## src/rtl/core/hrf_pkg.sv

```systemverilog
`timescale 1ns / 1ps

package hrf_pkg;

    localparam int FIELD_W     = 32;
    localparam int NAME_LEN    = 14;
    localparam int QUEUE_DEPTH = 4;
    localparam int QPTR_W      = 2;

    localparam logic [7:0] CH_CR    = 8'h0D;
    localparam logic [7:0] CH_LF    = 8'h0A;
    localparam logic [7:0] CH_COLON = 8'h3A;
    localparam logic [7:0] CH_SPACE = 8'h20;
    localparam logic [7:0] CH_TAB   = 8'h09;
    localparam logic [7:0] CH_PLUS  = 8'h2B;
    localparam logic [7:0] CH_MINUS = 8'h2D;
    localparam logic [7:0] CH_ZERO  = 8'h30;
    localparam logic [7:0] CH_NINE  = 8'h39;

    typedef struct packed {
        logic [7:0] data_byte;
        logic       end_of_buffer;
    } hrf_in_t;

    typedef struct packed {
        logic                complete;
        logic [FIELD_W-1:0]  request_length;
        logic [FIELD_W-1:0]  content_length;
    } hrf_out_t;

    // Byte with its class flags, as queued between front and back.
    typedef struct packed {
        logic [7:0] data_byte;
        logic       last;
        logic       is_cr;
        logic       is_lf;
        logic       is_colon;
        logic       is_ws;
        logic       is_sign;
        logic       is_minus;
        logic       is_digit;
        logic [3:0] digit;
    } hrf_cls_t;

    typedef enum logic [1:0] {
        PH_REQUEST,
        PH_HEADERS,
        PH_BODY
    } hrf_phase_t;

    typedef enum logic [1:0] {
        VS_SKIP,
        VS_SIGN,
        VS_DIGITS,
        VS_DONE
    } hrf_vstage_t;

    // Characters of the Content-Length header name.
    function automatic logic [7:0] cl_name_char(input logic [3:0] pos);
        logic [7:0] c;
        case (pos)
            4'd0:    c = 8'h43; // C
            4'd1:    c = 8'h6F; // o
            4'd2:    c = 8'h6E; // n
            4'd3:    c = 8'h74; // t
            4'd4:    c = 8'h65; // e
            4'd5:    c = 8'h6E; // n
            4'd6:    c = 8'h74; // t
            4'd7:    c = 8'h2D; // -
            4'd8:    c = 8'h4C; // L
            4'd9:    c = 8'h65; // e
            4'd10:   c = 8'h6E; // n
            4'd11:   c = 8'h67; // g
            4'd12:   c = 8'h74; // t
            4'd13:   c = 8'h68; // h
            default: c = 8'h00;
        endcase
        return c;
    endfunction

endpackage

```

## src/rtl/core/http_request_framer_unit.sv

```systemverilog
`timescale 1ns / 1ps

// HTTP request framer: takes one byte per clock of a buffered request and,
// for the byte marked end_of_buffer, returns one result with the completion
// flag, request length and Content-Length value. Sustained rate is one byte
// per clock while the result port takes results, as the back stage parses
// each byte combinationally (the multiply-by-ten accumulate of the length
// value). The result of the marked byte passes the front register, a queue
// entry, the snapshot register behind the back parse, then the output
// register that holds the computed result, where m_valid rises. A held-off
// result port holds the result there and backs up the path behind it. A short
// queue between the classifying front and the parsing back absorbs stalls on
// either side; no input is lost while the result port is held off, and
// counters saturate at 2^COUNT_WIDTH - 1.
module http_request_framer_unit
    import hrf_pkg::*;
#(
    parameter int COUNT_WIDTH = 32
) (
    input  logic     aclk,
    input  logic     aresetn,
    input  logic     s_valid,
    output logic     s_ready,
    input  hrf_in_t  s_item,
    output logic     m_valid,
    input  logic     m_ready,
    output hrf_out_t m_item
);

    logic                   f_push;
    logic                   f_ready;
    hrf_cls_t               f_data;
    logic                   q_valid;
    logic                   q_ready;
    hrf_cls_t               q_data;
    logic                   snap_valid;
    logic                   snap_ready;
    logic                   snap_body_phase;
    logic [COUNT_WIDTH-1:0] snap_bytes;
    logic [COUNT_WIDTH-1:0] snap_committed;
    logic [COUNT_WIDTH-1:0] snap_body;

    hrf_front u_front (
        .aclk    (aclk),
        .aresetn (aresetn),
        .s_valid (s_valid),
        .s_ready (s_ready),
        .s_item  (s_item),
        .q_push  (f_push),
        .q_ready (f_ready),
        .q_data  (f_data)
    );

    hrf_queue u_queue (
        .aclk     (aclk),
        .aresetn  (aresetn),
        .wr_valid (f_push),
        .wr_ready (f_ready),
        .wr_data  (f_data),
        .rd_valid (q_valid),
        .rd_ready (q_ready),
        .rd_data  (q_data)
    );

    hrf_back #(
        .COUNT_WIDTH (COUNT_WIDTH)
    ) u_back (
        .aclk            (aclk),
        .aresetn         (aresetn),
        .q_valid         (q_valid),
        .q_ready         (q_ready),
        .q_data          (q_data),
        .snap_valid      (snap_valid),
        .snap_ready      (snap_ready),
        .snap_body_phase (snap_body_phase),
        .snap_bytes      (snap_bytes),
        .snap_committed  (snap_committed),
        .snap_body       (snap_body)
    );

    hrf_emit #(
        .COUNT_WIDTH (COUNT_WIDTH)
    ) u_emit (
        .aclk            (aclk),
        .aresetn         (aresetn),
        .snap_valid      (snap_valid),
        .snap_ready      (snap_ready),
        .snap_body_phase (snap_body_phase),
        .snap_bytes      (snap_bytes),
        .snap_committed  (snap_committed),
        .snap_body       (snap_body),
        .m_valid         (m_valid),
        .m_ready         (m_ready),
        .m_item          (m_item)
    );

endmodule

```

## src/rtl/core/hrf_front.sv

```systemverilog
`timescale 1ns / 1ps

module hrf_front
    import hrf_pkg::*;
(
    input  logic     aclk,
    input  logic     aresetn,
    input  logic     s_valid,
    output logic     s_ready,
    input  hrf_in_t  s_item,
    output logic     q_push,
    input  logic     q_ready,
    output hrf_cls_t q_data
);

    logic     valid_reg;
    hrf_cls_t cls_reg;
    hrf_cls_t cls_next;
    logic     advance;

    always_comb begin
        cls_next.data_byte = s_item.data_byte;
        cls_next.last      = s_item.end_of_buffer;
        cls_next.is_cr     = (s_item.data_byte == CH_CR);
        cls_next.is_lf     = (s_item.data_byte == CH_LF);
        cls_next.is_colon  = (s_item.data_byte == CH_COLON);
        cls_next.is_ws     = (s_item.data_byte == CH_SPACE) ||
                             ((s_item.data_byte >= CH_TAB) && (s_item.data_byte <= CH_CR));
        cls_next.is_sign   = (s_item.data_byte == CH_PLUS) || (s_item.data_byte == CH_MINUS);
        cls_next.is_minus  = (s_item.data_byte == CH_MINUS);
        cls_next.is_digit  = (s_item.data_byte >= CH_ZERO) && (s_item.data_byte <= CH_NINE);
        cls_next.digit     = 4'(s_item.data_byte - CH_ZERO);
    end

    assign advance = !valid_reg || q_ready;
    assign s_ready = advance;
    assign q_push  = valid_reg;
    assign q_data  = cls_reg;

    always_ff @(posedge aclk) begin
        if (!aresetn) begin
            valid_reg <= 1'b0;
        end else if (advance) begin
            valid_reg <= s_valid;
        end
    end

    always_ff @(posedge aclk) begin
        if (advance && s_valid) begin
            cls_reg <= cls_next;
        end
    end

endmodule

```

## src/rtl/core/hrf_queue.sv

```systemverilog
`timescale 1ns / 1ps

module hrf_queue
    import hrf_pkg::*;
(
    input  logic     aclk,
    input  logic     aresetn,
    input  logic     wr_valid,
    output logic     wr_ready,
    input  hrf_cls_t wr_data,
    output logic     rd_valid,
    input  logic     rd_ready,
    output hrf_cls_t rd_data
);

    hrf_cls_t          mem [QUEUE_DEPTH];
    logic [QPTR_W-1:0] wr_ptr_reg;
    logic [QPTR_W-1:0] rd_ptr_reg;
    logic [QPTR_W:0]   count_reg;
    logic              do_wr;
    logic              do_rd;

    assign wr_ready = (count_reg != (QPTR_W+1)'(QUEUE_DEPTH));
    assign rd_valid = (count_reg != '0);
    assign rd_data  = mem[rd_ptr_reg];
    assign do_wr    = wr_valid && wr_ready;
    assign do_rd    = rd_valid && rd_ready;

    always_ff @(posedge aclk) begin
        if (!aresetn) begin
            wr_ptr_reg <= '0;
            rd_ptr_reg <= '0;
            count_reg  <= '0;
        end else begin
            if (do_wr) wr_ptr_reg <= wr_ptr_reg + 1'b1;
            if (do_rd) rd_ptr_reg <= rd_ptr_reg + 1'b1;
            case ({do_wr, do_rd})
                2'b10:   count_reg <= count_reg + 1'b1;
                2'b01:   count_reg <= count_reg - 1'b1;
                default: count_reg <= count_reg;
            endcase
        end
    end

    always_ff @(posedge aclk) begin
        if (do_wr) begin
            mem[wr_ptr_reg] <= wr_data;
        end
    end

endmodule

```

## src/rtl/core/hrf_back.sv

```systemverilog
`timescale 1ns / 1ps

module hrf_back
    import hrf_pkg::*;
#(
    parameter int COUNT_WIDTH = 32
) (
    input  logic                   aclk,
    input  logic                   aresetn,
    input  logic                   q_valid,
    output logic                   q_ready,
    input  hrf_cls_t               q_data,
    output logic                   snap_valid,
    input  logic                   snap_ready,
    output logic                   snap_body_phase,
    output logic [COUNT_WIDTH-1:0] snap_bytes,
    output logic [COUNT_WIDTH-1:0] snap_committed,
    output logic [COUNT_WIDTH-1:0] snap_body
);

    localparam logic [COUNT_WIDTH-1:0] MAXV = '1;

    hrf_phase_t             phase_reg,     phase_next;
    logic                   prev_cr_reg,   prev_cr_next;
    logic [COUNT_WIDTH-1:0] bytes_reg,     bytes_next;
    logic [COUNT_WIDTH-1:0] commit_reg,    commit_next;
    logic                   colon_reg,     colon_next;
    logic [3:0]             mpos_reg,      mpos_next;
    logic                   match_reg,     match_next;
    hrf_vstage_t            vstage_reg,    vstage_next;
    logic                   neg_reg,       neg_next;
    logic [COUNT_WIDTH-1:0] pend_reg,      pend_next;
    logic [COUNT_WIDTH-1:0] body_reg,      body_next;

    logic                   pop;
    logic                   line_end;
    logic                   name_hit;
    logic [COUNT_WIDTH+3:0] acc;
    logic [COUNT_WIDTH-1:0] pend_acc;

    assign q_ready    = !q_data.last || snap_ready;
    assign pop        = q_valid && q_ready;
    assign snap_valid = q_valid && q_data.last;

    assign line_end = q_data.is_lf && prev_cr_reg;
    assign name_hit = match_reg && (mpos_reg < 4'(NAME_LEN)) &&
                      (q_data.data_byte == cl_name_char(mpos_reg));

    // pending * 10 + digit, clamp at the counter maximum
    assign acc = ({4'b0, pend_reg} << 3) + ({4'b0, pend_reg} << 1) +
                 (COUNT_WIDTH+4)'(q_data.digit);
    assign pend_acc = (acc[COUNT_WIDTH+3:COUNT_WIDTH] != 4'b0) ? MAXV : acc[COUNT_WIDTH-1:0];

    always_comb begin
        phase_next   = phase_reg;
        prev_cr_next = prev_cr_reg;
        bytes_next   = (bytes_reg == MAXV) ? bytes_reg : bytes_reg + 1'b1;
        commit_next  = commit_reg;
        colon_next   = colon_reg;
        mpos_next    = mpos_reg;
        match_next   = match_reg;
        vstage_next  = vstage_reg;
        neg_next     = neg_reg;
        pend_next    = pend_reg;
        body_next    = body_reg;

        if (phase_reg == PH_REQUEST || phase_reg == PH_HEADERS) begin
            if (line_end) begin
                commit_next = bytes_next;
                if (phase_reg == PH_REQUEST) begin
                    phase_next = PH_HEADERS;
                end else if (colon_reg) begin
                    if (match_reg && mpos_reg == 4'(NAME_LEN)) begin
                        body_next = (neg_reg && pend_reg != '0) ? MAXV : pend_reg;
                    end
                end else begin
                    phase_next = PH_BODY;
                end
                colon_next   = 1'b0;
                mpos_next    = '0;
                match_next   = 1'b1;
                vstage_next  = VS_SKIP;
                neg_next     = 1'b0;
                pend_next    = '0;
                prev_cr_next = 1'b0;
            end else begin
                if (phase_reg == PH_HEADERS) begin
                    if (colon_reg) begin
                        case (vstage_reg)
                            VS_SKIP: begin
                                if (q_data.is_sign) begin
                                    neg_next    = q_data.is_minus;
                                    vstage_next = VS_SIGN;
                                end else if (!q_data.is_ws) begin
                                    vstage_next = q_data.is_digit ? VS_DIGITS : VS_DONE;
                                end
                            end
                            VS_SIGN:   vstage_next = q_data.is_digit ? VS_DIGITS : VS_DONE;
                            VS_DIGITS: vstage_next = q_data.is_digit ? VS_DIGITS : VS_DONE;
                            default:   vstage_next = VS_DONE;
                        endcase
                        if (q_data.is_digit && vstage_reg != VS_DONE) begin
                            pend_next = pend_acc;
                        end
                    end else if (q_data.is_colon) begin
                        colon_next = 1'b1;
                    end else if (name_hit) begin
                        mpos_next = mpos_reg + 1'b1;
                    end else begin
                        match_next = 1'b0;
                    end
                end
                prev_cr_next = q_data.is_cr;
            end
        end
    end

    assign snap_body_phase = (phase_next == PH_BODY);
    assign snap_bytes      = bytes_next;
    assign snap_committed  = commit_next;
    assign snap_body       = body_next;

    always_ff @(posedge aclk) begin
        if (!aresetn) begin
            phase_reg   <= PH_REQUEST;
            prev_cr_reg <= 1'b0;
            bytes_reg   <= '0;
            commit_reg  <= '0;
            colon_reg   <= 1'b0;
            mpos_reg    <= '0;
            match_reg   <= 1'b1;
            vstage_reg  <= VS_SKIP;
            neg_reg     <= 1'b0;
            pend_reg    <= '0;
            body_reg    <= '0;
        end else if (pop) begin
            if (q_data.last) begin
                // result taken, start over for the next buffer
                phase_reg   <= PH_REQUEST;
                prev_cr_reg <= 1'b0;
                bytes_reg   <= '0;
                commit_reg  <= '0;
                colon_reg   <= 1'b0;
                mpos_reg    <= '0;
                match_reg   <= 1'b1;
                vstage_reg  <= VS_SKIP;
                neg_reg     <= 1'b0;
                pend_reg    <= '0;
                body_reg    <= '0;
            end else begin
                phase_reg   <= phase_next;
                prev_cr_reg <= prev_cr_next;
                bytes_reg   <= bytes_next;
                commit_reg  <= commit_next;
                colon_reg   <= colon_next;
                mpos_reg    <= mpos_next;
                match_reg   <= match_next;
                vstage_reg  <= vstage_next;
                neg_reg     <= neg_next;
                pend_reg    <= pend_next;
                body_reg    <= body_next;
            end
        end
    end

endmodule

```

## src/rtl/core/hrf_emit.sv

```systemverilog
`timescale 1ns / 1ps

module hrf_emit
    import hrf_pkg::*;
#(
    parameter int COUNT_WIDTH = 32
) (
    input  logic                   aclk,
    input  logic                   aresetn,
    input  logic                   snap_valid,
    output logic                   snap_ready,
    input  logic                   snap_body_phase,
    input  logic [COUNT_WIDTH-1:0] snap_bytes,
    input  logic [COUNT_WIDTH-1:0] snap_committed,
    input  logic [COUNT_WIDTH-1:0] snap_body,
    output logic                   m_valid,
    input  logic                   m_ready,
    output hrf_out_t               m_item
);

    localparam logic [COUNT_WIDTH-1:0] MAXV = '1;

    logic                   s1_valid_reg;
    logic                   s1_body_phase_reg;
    logic [COUNT_WIDTH-1:0] s1_bytes_reg;
    logic [COUNT_WIDTH-1:0] s1_commit_reg;
    logic [COUNT_WIDTH-1:0] s1_body_reg;
    logic                   s1_advance;

    logic                   out_valid_reg;
    hrf_out_t               out_reg;
    hrf_out_t               out_next;

    logic [COUNT_WIDTH-1:0] rest;
    logic [COUNT_WIDTH:0]   sum;

    assign s1_advance = !out_valid_reg || m_ready;
    assign snap_ready = !s1_valid_reg || s1_advance;

    assign rest = s1_bytes_reg - s1_commit_reg;
    assign sum  = {1'b0, s1_commit_reg} + {1'b0, s1_body_reg};

    always_comb begin
        out_next.complete       = s1_body_phase_reg &&
                                  ((s1_body_reg == '0) || (rest >= s1_body_reg));
        out_next.request_length = FIELD_W'(sum[COUNT_WIDTH] ? MAXV : sum[COUNT_WIDTH-1:0]);
        out_next.content_length = FIELD_W'(s1_body_reg);
    end

    always_ff @(posedge aclk) begin
        if (!aresetn) begin
            s1_valid_reg  <= 1'b0;
            out_valid_reg <= 1'b0;
        end else begin
            if (snap_ready) s1_valid_reg <= snap_valid;
            if (s1_advance) out_valid_reg <= s1_valid_reg;
        end
    end

    always_ff @(posedge aclk) begin
        if (snap_ready && snap_valid) begin
            s1_body_phase_reg <= snap_body_phase;
            s1_bytes_reg      <= snap_bytes;
            s1_commit_reg     <= snap_committed;
            s1_body_reg       <= snap_body;
        end
        if (s1_advance && s1_valid_reg) begin
            out_reg <= out_next;
        end
    end

    assign m_valid = out_valid_reg;
    assign m_item  = out_reg;

endmodule

```

## config.mk

```make
export PLATFORM = sky130hd
export DESIGN_NAME = http_request_framer_unit
export DESIGN_NICKNAME = d
export VERILOG_FILES = /design/src/rtl/core/hrf_pkg.sv /design/src/rtl/core/http_request_framer_unit.sv /design/src/rtl/core/hrf_front.sv /design/src/rtl/core/hrf_queue.sv /design/src/rtl/core/hrf_back.sv /design/src/rtl/core/hrf_emit.sv
export SDC_FILE = /design/constraint.sdc
export NUM_CORES = 1
export LEC_CHECK = 0
export BUFFER_PORTS_ARGS = -buffer_cell sky130_fd_sc_hd__buf_4
export CAP_MARGIN = 10
export CORE_AREA = 5 5 216 218
export DETAILED_ROUTE_END_ITERATION = 8
export DIE_AREA = 0 0 221 223
export PLACE_DENSITY = 0.76
export RECOVER_POWER = 25
export SETUP_SLACK_MARGIN = 0.2
export SYNTH_ARGS = -nofsm -noshare
export SYNTH_HDL_FRONTEND = slang
export SYNTH_SLANG_ARGS = --single-unit
```

## constraint.sdc

```tcl
create_clock -name aclk -period 5.2 [get_ports aclk]
set_input_delay 0.26 -clock aclk [delete_from_list [all_inputs] [get_ports aclk]]
set_output_delay 0.26 -clock aclk [all_outputs]
set_load 0.005 [all_outputs]
```

[Word level (Yosys, flattened, before mapping)]
Memories as Yosys holds them, arrays and structs flattened. A register that Yosys moved wholly into a read port is not among the register bits.
Cells that the tools add are included.
Word-level totals
  output and inout port bits: 67
  memories kept: 2
  RAM bits: 80
  word-level logic and storage cells: 193
  register bits: 332
  input bits: 13
  ROM bits: 112
Memory list
  (name not given): depth 16, width 7, read ports 1, clocked after memory_dff 1, wr ports 0, line hrf_pkg.sv:61  | case (pos)
  u_queue.mem: depth 4, width 20, read ports 1, clocked after memory_dff 1, wr ports 1, line hrf_queue.sv:16  | hrf_cls_t mem [QUEUE_DEPTH];
Cells by class
  reduce and logical (&&, ||, !) cells: 49
  eq/ne operators: 21
  $add $sub $neg: 11
  muxes and demuxes: 70
  $lt $le $gt $ge: 6
Operator list (count)
  $mux 32: 19
  $add 35x33->36: 1
  $add 36x4->36: 1
  $mux 4: 9
  $add 32x32->33: 1
  $add 32x1->32 const B: 1
  $eq 32x32->1 const B: 1
  $eq 8x6->1 const B: 4
  $ge 32x32->1: 1
  $logic_not 32->1: 1
  $reduce_bool 32->1: 1
  $sub 32x32->32: 1
  $mux 2: 14
  $mux 1: 26
  $reduce_bool 3->1: 7
  $reduce_and 6->1: 3
  $eq 8x4->1 const B: 2
  $logic_and 1x1->1: 15
  $reduce_and 5->1: 2
  $eq 8x8->1: 1
  $ge 8x4->1 const B: 1
  $ge 8x6->1 const B: 1
  $le 8x4->1 const B: 1
  $le 8x6->1 const B: 1
  24 further kinds: 42

[Depth between registers and ports, before layout]
  depth in word-level cells: 12
  gate-level depth with buffers: 22
  depth with buffers taken out: 22

[Hierarchy]
A second synthesis with hierarchy kept.
Second synthesis, totals
  cells, all modules: 2248
  area, all modules: 23158.5 um^2
Modules (own cells, without submodules)
  hrf_back: times used 1, cells each 1231, area each 9704.3 um^2
  hrf_emit: times used 1, cells each 814, area each 9390.3 um^2
  hrf_queue: times used 1, cells each 156, area each 3380.7 um^2
  hrf_front: times used 1, cells each 47, area each 683.2 um^2

[Least setup slack after synthesis]
OpenSTA, ideal clock, no wires.
  path kind: register to register
  from: register u_emit.s1_commit_reg[1]
  to: register u_emit.out_reg, in the netlist u_emit.m_item[64] (data pin)
  stages on the path, launching flop included: 21
  arrival: 3837 ps
  slack: 1100 ps
  period minus slack after synthesis: 4100 ps
  path buffers: 0
  cells stage by stage: edfxtp_1 > inv_1 > ha_1 > nor2b_1 > o2111ai_1 > and3_1 > o21ai_1 > a2111oi_0 > o31ai_1 > or2_1 > a21oi_1 > o41ai_1 > xor2_1 > ha_1 > a21oi_1 > nor2b_1 > o21ai_0 > o21ai_0 > o31a_1 > a31oi_1 > o31ai_1
RTL lines
  from (decl): line hrf_emit.sv:26  | logic [COUNT_WIDTH-1:0] s1_commit_reg;
  from (signal assigned): line hrf_emit.sv:64  | s1_commit_reg <= snap_committed;
  to (signal assigned): line hrf_emit.sv:68  | out_reg <= out_next;
  to (decl): line hrf_emit.sv:31  | hrf_out_t out_reg;

==> metrics <==
status finished clean; Placeable Area 44700 µm²; row cnt 78; P per Cell Area between 600 and 700 nW/µm²; GRT Resource Usage Total about a fifth; synth warn 0; Mapped Area around 22000 µm²; fraction of registers with async set/reset 0%; IO buf count 79; post-synthesis sequential area ratio a little under half; Root Buffer clkbuf_16; die extent in y between 200 and 250 µm; hold slack ~0.11 ns; initial antenna violation count 0; top post-synthesis cells by area edfxtp_1, dfxtp_1, ha_1; register-to-register setup slack around 0.43 ns; I/O pin count 80; hold depth 3; Max-Cap Viols 0; initial DRC count between 1000 and 1500; Synth Area per Inst between 10 and 15 µm²; vias 16500; Post-synth EDFFs about 240; CP Class reg2reg; initial core utilization approximately half; minimum period implied by the final worst setup slack between 4 and 5 ns; Min-Delay Path Class in2reg; Max transition margin approximately 24%; startpoint types flip-flop; Endpoint, Worst Hold u_emit.m_valid; count of cell types in the netlist 92; ratio of cells with drive above 1 in the final layout roughly a tenth; Post-Route Setup TNS 0 ns; diodes inserted 0; largest net degree at the start of global routing 69; RSZ-0062 raised after global routing true; top cell type's share of synthesized area around 33%; first-pass GRT wire length 82500 µm; hold_sp m_ready; Post-Synthesis Net Count around 2300; post-route ant nets 0; VDD IR max between 300 and 400 µV; drt drc 0; total CTS buffers 42; placer congestion estimate between 0.9 and 1; worst-case reg-to-reg path depth 20; RR Endpoint u_emit.m_item[64]; Overflow after GRT 0; Crit path arrival time 5.07 ns; Final Cycle Share between 90% and 100%; Clock Latency Late Sink ~0.56 ns; HPWL Detailed 36900 µm; static leakage just over 10 nW; cell count after synthesis around 2200; predominant post-synthesis flop cell edfxtp_1; CTS tree done; drt total wl ~51000 µm; Worst EP required 5.50 ns; Clock Path Buffers 3; number of global-route vias before repair around 16000; area leader, netlist edfxtp_1; nets@finish about 2400; max FFs per register 65; Die X roughly 220 µm; Final Core Density between 50% and 60%; vias per cell 5.77; clock sinks around 400; worst slew pin tran around 1.1 ns; max frequency ~210 MHz; area grow syn2layout 11.9%; Yosys reg bits approximately 400; Power, Total 14.8 mW; First-pass DRT Iterations 5; H-tree Lvls 2; clk slew on worst S/H paths ~0.070 ns; Max Fanout on Critical Path 4; final hold vios 0; skew final 0.0214 ns; Worst Setup End Kind flip-flop; Avg WL per Cell ~18 µm; final setup vio count 0; DIE AREA 49300 µm²; Slew Limit Fails 0; RR Startpoint u_emit.s1_commit_reg[1]
[stage by stage]
stage,worst slack (ns),area [µm²],cells
6_report,0.433,24600,2862
2_1_floorplan,1.10,22000,2156
3_5_place_dp,0.364,23100,2775
5_1_grt,0.140,24600,2862
3_3_place_gp,0.495,23100,2775
4_1_cts,0.328,24600,2862
[final cells by class]
type	count	area, µm²
clock buffer	48	1100
clock inverter	29	309
fill	3808	20100
inverter	130	489
multi-input combinational	1546	10700
sequential	401	10500
tap	600	751
timing repair buffer	108	779
[how the worst max path moves through the flow]
stage | end | slack, ns | cells after the start | start
final | u_emit.m_item[64] | 0.43 | 20 | u_emit.s1_commit_reg[1]
after global routing | u_emit.m_item[64] | 0.14 | 20 | u_emit.s1_commit_reg[1]
after CTS | u_emit.m_item[64] | 0.33 | 20 | u_emit.s1_commit_reg[1]
after detailed placement | u_emit.m_item[64] | 0.36 | 20 | u_emit.s1_commit_reg[1]
after global placement | u_emit.m_item[64] | 0.50 | 20 | u_emit.s1_commit_reg[1]
after floorplan | u_emit.m_item[64] | 1.10 | 20 | u_emit.s1_commit_reg[1]
[per-layer routing]
metal  wire length, µm  global-route usage, %  vias to the layer above
met3              2620                   2.87                       99
met2             23200                   32.3                      505
met5                 0                      0                        -
met4              1820                   7.46                        0
met1             23500                   27.8                     7906
li1                  -                      -                     7992
[cell usage in the layout (no fill, tap or decap), drive strengths merged, types with 60 or more instances in the layout]
| cell | synthesis | routed |
|---|---|---|
| xnor2 | 60 | 60 |
| nor2 | 144 | 144 |
| a21oi | 152 | 152 |
| ha | 175 | 175 |
| edfxtp | 242 | 242 |
| o21ai | 158 | 158 |
| dfxtp | 159 | 159 |
| inv | 130 | 134 |
| clkbuf | 58 | 107 |
| nand2 | 215 | 215 |
[critical path: stages, from the launching register on]
cell and delay [ns]:
edfxtp_1 0.38, inv_1 0.12, ha_1 0.29, nor2b_1 0.18
o2111ai_1 0.15, and3_1 0.22, o21ai_1 0.31, a2111oi_2 0.16
o31ai_2 0.38, or2_1 0.18, a21oi_1 0.10, o41ai_1 0.43
xor2_1 0.20, ha_1 0.26, a21oi_1 0.16, nor2b_1 0.05
o21ai_0 0.25, o21ai_0 0.15, o31a_1 0.30, a31oi_1 0.17
o31ai_1 0.09
[report_power, final]
group          internal (mW)  total (mW)  switching (mW)
clock network           1.80        3.07            1.27
registers               4.37        4.95           0.576
logic                   2.80        6.75            3.95
[logic make-up after synthesis]
| logic type | count (synthesis) | synth area share [%] |
|---|---|---|
| adder cells (fa/ha/maj) | 180 | 10.4 |
| multiplexers | 28 | 2.16 |
| flip-flops | 401 | 47.5 |
| AND/OR/NAND/NOR | 664 | 14.9 |
| buffers and inverters | 209 | 3.89 |
| XOR/XNOR | 109 | 4.34 |
| AO/OA/AOI/OAI | 565 | 16.8 |
[synthesized netlist by cell type (21+ instances only)]
cell type  number
nand2b_1       21
nor2b_1        37
o21a_1         28
xor2_1         49
a21oi_1       151
and2_1         25
xnor2_1        60
inv_1         129
dfxtp_1       159
nand3_1        40
ha_1          175
nor3_1         32
o21ai_0       127
o21ai_1        26
nand4_1        28
nor2_1        144
clkbuf_1       58
edfxtp_1      242
and3_1         47
nand2_1       214
o22a_1         32
a21o_1         59
[repair_timing]
item | CTS | global route
hold buffers | 10 | 0
resized for setup | 0 | 6
setup endpoints to repair | 0 | 11
buffers inserted | 0 | 0
hold endpoints to repair | 10 | 0
Note: power is estimated with default switching activity, not from simulation.
